===== src/hw/rtl/pcr_pkg.sv =====
`timescale 1ns / 1ps
`default_nettype none
package pcr_pkg;

	localparam int unsigned ROUNDS = 10;

	localparam logic [31:0] MUL_A  = 32'hD2511F53;
	localparam logic [31:0] MUL_B  = 32'hCD9E8D57;
	localparam logic [31:0] WEYL_A = 32'h9E3779B9;
	localparam logic [31:0] WEYL_B = 32'hBB67AE85;

	localparam int unsigned CNT_W = 3;
	localparam logic [CNT_W-1:0] MAX_KEPT = 3'd4;

	localparam int unsigned ADDR_W = 4;
	localparam int unsigned DATA_W = 64;

	typedef enum logic {
		REG_KEY_SEED      = 1'b0,
		REG_COUNTER_START = 1'b1
	} reg_idx_t;

	// one counter block in flight, with the key for its round
	typedef struct packed {
		logic [CNT_W-1:0] kept;
		logic [31:0]      ka;
		logic [31:0]      kb;
		logic [31:0]      x3;
		logic [31:0]      x2;
		logic [31:0]      x1;
		logic [31:0]      x0;
	} blk_t;

	typedef struct packed {
		logic [63:0] key_seed;
		logic [63:0] counter_start;
	} cfg_t;

endpackage
`default_nettype wire


===== src/hw/rtl/pcr_round_cell.sv =====
`timescale 1ns / 1ps
`default_nettype none
module pcr_round_cell (
	input  wire logic         clk,
	input  wire logic         arst_n,
	input  wire logic         in_valid,
	output logic              in_ready,
	input  wire pcr_pkg::blk_t in_data,
	output logic              out_valid,
	input  wire logic         out_ready,
	output pcr_pkg::blk_t     out_data
);

	logic          v_q;
	pcr_pkg::blk_t d_q;
	pcr_pkg::blk_t nxt;
	logic [63:0]   pa;
	logic [63:0]   pb;

	assign in_ready = !v_q || out_ready;

	assign pa = {32'd0, pcr_pkg::MUL_A} * {32'd0, in_data.x0};
	assign pb = {32'd0, pcr_pkg::MUL_B} * {32'd0, in_data.x2};

	always_comb begin
		nxt.x0   = pb[63:32] ^ in_data.x1 ^ in_data.ka;
		nxt.x1   = pb[31:0];
		nxt.x2   = pa[63:32] ^ in_data.x3 ^ in_data.kb;
		nxt.x3   = pa[31:0];
		// key for the next round
		nxt.ka   = in_data.ka + pcr_pkg::WEYL_A;
		nxt.kb   = in_data.kb + pcr_pkg::WEYL_B;
		nxt.kept = in_data.kept;
	end

	always_ff @(posedge clk or negedge arst_n) begin
		if (!arst_n) begin
			v_q <= 1'b0;
		end else if (in_ready) begin
			v_q <= in_valid;
		end
	end

	always_ff @(posedge clk) begin
		if (in_ready && in_valid) begin
			d_q <= nxt;
		end
	end

	assign out_valid = v_q;
	assign out_data  = d_q;

endmodule
`default_nettype wire


===== config.mk =====
export PLATFORM = sky130hd
export DESIGN_NAME = pcr_round_cell
export DESIGN_NICKNAME = d
export VERILOG_FILES = /design/src/hw/rtl/pcr_pkg.sv /design/src/hw/rtl/pcr_round_cell.sv
export SDC_FILE = /design/constraint.sdc
export NUM_CORES = 2
export LEC_CHECK = 0
export BUFFER_PORTS_ARGS = -buffer_cell sky130_fd_sc_hd__buf_2
export CAP_MARGIN = 20
export CORE_MARGIN = 4
export CORE_UTILIZATION = 56
export DETAILED_ROUTE_END_ITERATION = 6
export GPL_TIMING_DRIVEN = 0
export PLACE_DENSITY = 0.79
export SYNTH_ARGS = -nofsm -noshare
export SYNTH_HDL_FRONTEND = slang
export SYNTH_SLANG_ARGS = --single-unit

===== constraint.sdc =====
create_clock -name clk -period 6.9 [get_ports clk]
set_input_delay 0.345 -clock clk [delete_from_list [all_inputs] [get_ports clk]]
set_output_delay 0.345 -clock clk [all_outputs]
set_load 0.005 [all_outputs]

==> impl_metrics.tcl <==
set metrics [dict create \
    period_needed_ns 6.87 \
    max_freq_mhz 146 \
    dp.cells 5707 \
    place.gp.congestion 1.05 \
    die_h_microns 290 \
    numPortBuffers 389 \
    synth-xor-area-share 0.0593 \
    cp.required_ns 7.17 \
    grt_max_degree 72 \
    start_kind "input port" \
    synth_top_family_by_area "adder cells" \
    via_count 31813 \
    syn_area_sq_mm 0.0446 \
    hpwl_microns 110000 \
    drive_gt1_frac 0.144 \
    mostFrequentLayoutCell "inv_1" \
    worstHoldPathType "input port to register" \
    hp-start "in_data[193]" \
    grt_antenna_before_repair 4 \
    worstSkewPairLatency_ns 0.50 \
    final_util 0.634 \
    syn_area_per_cell_sq_um 10.5 \
    cts_buffers 17 \
    synth_cells 4263 \
    finalSetupViolations 0 \
    drt_iter0_drc 2046 \
    fin_cells 5768 \
    yosys.area_share.simple 0.0429 \
    seq_area_frac_synth 0.132 \
    syn-num-nets 6074 \
    gr-total-overflow 0 \
    path_class "input port to register" \
    rows 103 \
    worst_slew_pin_slew_ns 0.968 \
    routed_wl_microns 127000 \
    synth_fa_ha_area_frac 0.587 \
    final_nets 6516 \
    dieArea_sq_mm 0.0843 \
    area_growth_pct 12.2 \
    yosys_warnings 0 \
    status "finished, final reports clean" \
    h-tree-depth 4 \
    cts.sinks 196 \
    cts-root-buf "clkbuf_16" \
    num-fill-cells 6249 \
    maxCapViolCount 0 \
    synthMuxAreaShare 0.000897 \
    ys.flop_type "edfxtp_1" \
    clkSlewWorstSetupHoldPaths_ns 0.08 \
    period_share 0.995 \
    place_area_sq_mm 0.0480 \
    drc_errors 0 \
    synth-seq-cells 196 \
    arrival_ns 7.13 \
    endpoint_kind "register" \
    mostFrequentLayoutCells "1,242 x inv_1, 779 x fa_1, 751 x ha_1" \
    hold_viol_final 0 \
    relSlewSlack 0.348 \
    maxSlewViolCount 0 \
    rsz0062_at_grt "yes" \
    die_width_microns 290 \
    synth_compound_area_frac 0.0683 \
    grtUsageTotal 0.305 \
    grt_pass1_wl_microns 196000 \
    start_util 0.565 \
    r2r-start "out_valid" \
    cp-startpoint "in_data[28]" \
    post_drt_via_cell_ratio 5.52 \
    dr.pass1.iters 5 \
    async_flop_share 0.00510 \
    design_area_sq_mm 0.0501 \
    num_io_pins 396 \
    ys_types 77 \
    clock_skew_ns 0.0134 \
    cts_tree "done" \
    detail_route.wl_per_cell_microns 22.0 \
    drtAntennaViolNets 0 \
    synth_edf_count 195 \
    critical_path_peak_fanout 9 \
    core_sq_mm 0.0790 \
    grt_pass1_vias 34330 \
    cts.path.max_buffers 2 \
]
==> worst paths after layout <==
check | slack (ns) | end | depth (start not counted)
max reg2reg | 5.09 | out_data[177] | 4
min reg2reg | 0.55 | out_valid | 2
max in group asynchronous | 6.68 | out_valid | 2
max | 0.03 | out_data[85] | 22
min | 0.03 | out_data[193] | 1
min in group asynchronous | 0.14 | out_valid | 2
==> worst max-delay path: stages <==
cell and delay (ns):
buf_2 0.20, fa_2 0.58, inv_1 0.06, fa_1 0.51
inv_1 0.05, fa_1 0.52, fa_1 0.44, fa_1 0.54
fa_1 0.46, fa_1 0.51, inv_1 0.07, fa_1 0.53
inv_1 0.08, ha_4 0.26, a21o_1 0.20, a2111o_1 0.40
a32o_2 0.25, a211oi_4 0.27, o41ai_4 0.16, and4_1 0.22
or2_1 0.24, o211a_1 0.22
==> timing repair <==
item / CTS / global route
hold buffers: 3 / 0
buffers inserted: 9 / 35
endpoints found under the hold margin: 3 / 0
setup endpoints to repair: 57 / 46
resized for setup: 108 / 189
pin swaps: 18 / 68
==> state kept, by name (all words and copies together) (netlist names) <==
register   flops
out_data     195
out_valid      1
==> cell families after synthesis <==
family	Yosys count
AO/OA/AOI/OAI	459
XOR/XNOR	302
adder cells (fa/ha/maj)	1612
buffers and inverters	1299
flip-flops	196
multiplexers	4
AND/OR/NAND/NOR	391
==> final cells by class <==
| type | count | area, sq um | area share |
|---|---|---|---|
| inverter | 1259 | 4730 | 0.0944 |
| antenna | 1 | 2.50 | 0.0000500 |
| tap | 1050 | 1310 | 0.0262 |
| clock inverter | 14 | 165 | 0.00330 |
| multi-input combinational | 2768 | 34900 | 0.696 |
| clock buffer | 17 | 425 | 0.00849 |
| timing repair buffer | 441 | 2610 | 0.0520 |
| sequential | 196 | 5880 | 0.117 |
| buffer | 22 | 92.6 | 0.00185 |
==> metal layers <==
metal  track usage  wire (microns)
met5             0              13
met4         0.137            6900
met3        0.0582           10300
met2         0.517           61600
met1         0.380           48200
==> cell usage after synthesis, drive strengths merged (28+ instances only) <==
library cell / n / area [sq um]
a21o: 65 / 490
a21oi: 140 / 701
a31oi: 32 / 206
clkbuf: 36 / 135
edfxtp: 195 / 5860
fa: 805 / 16100
ha: 807 / 10100
inv: 1259 / 4730
nand2: 113 / 424
nand4: 32 / 200
nor2: 97 / 364
nor3: 28 / 150
o21ai: 80 / 404
o21bai: 29 / 218
xnor2: 221 / 1940
xor2: 81 / 709
==> metrics by stage <==
step / hold WS (ns) / TNS [ns] / setup slack [ns]
6_report: 0.0323 / 0 / 0.0331
5_1_grt: 0.0133 / -0.277 / -0.0931
4_1_cts: 0.00445 / -0.0458 / -0.0458
3_5_place_dp: 0.121 / -59.21 / -1.56
3_3_place_gp: 0.119 / -189.53 / -1.89
2_1_floorplan: 0.0494 / 0 / 0.0184
Power is not shown: default switching activity piles up to over one toggle a cycle in this logic, so the estimate is an artifact.
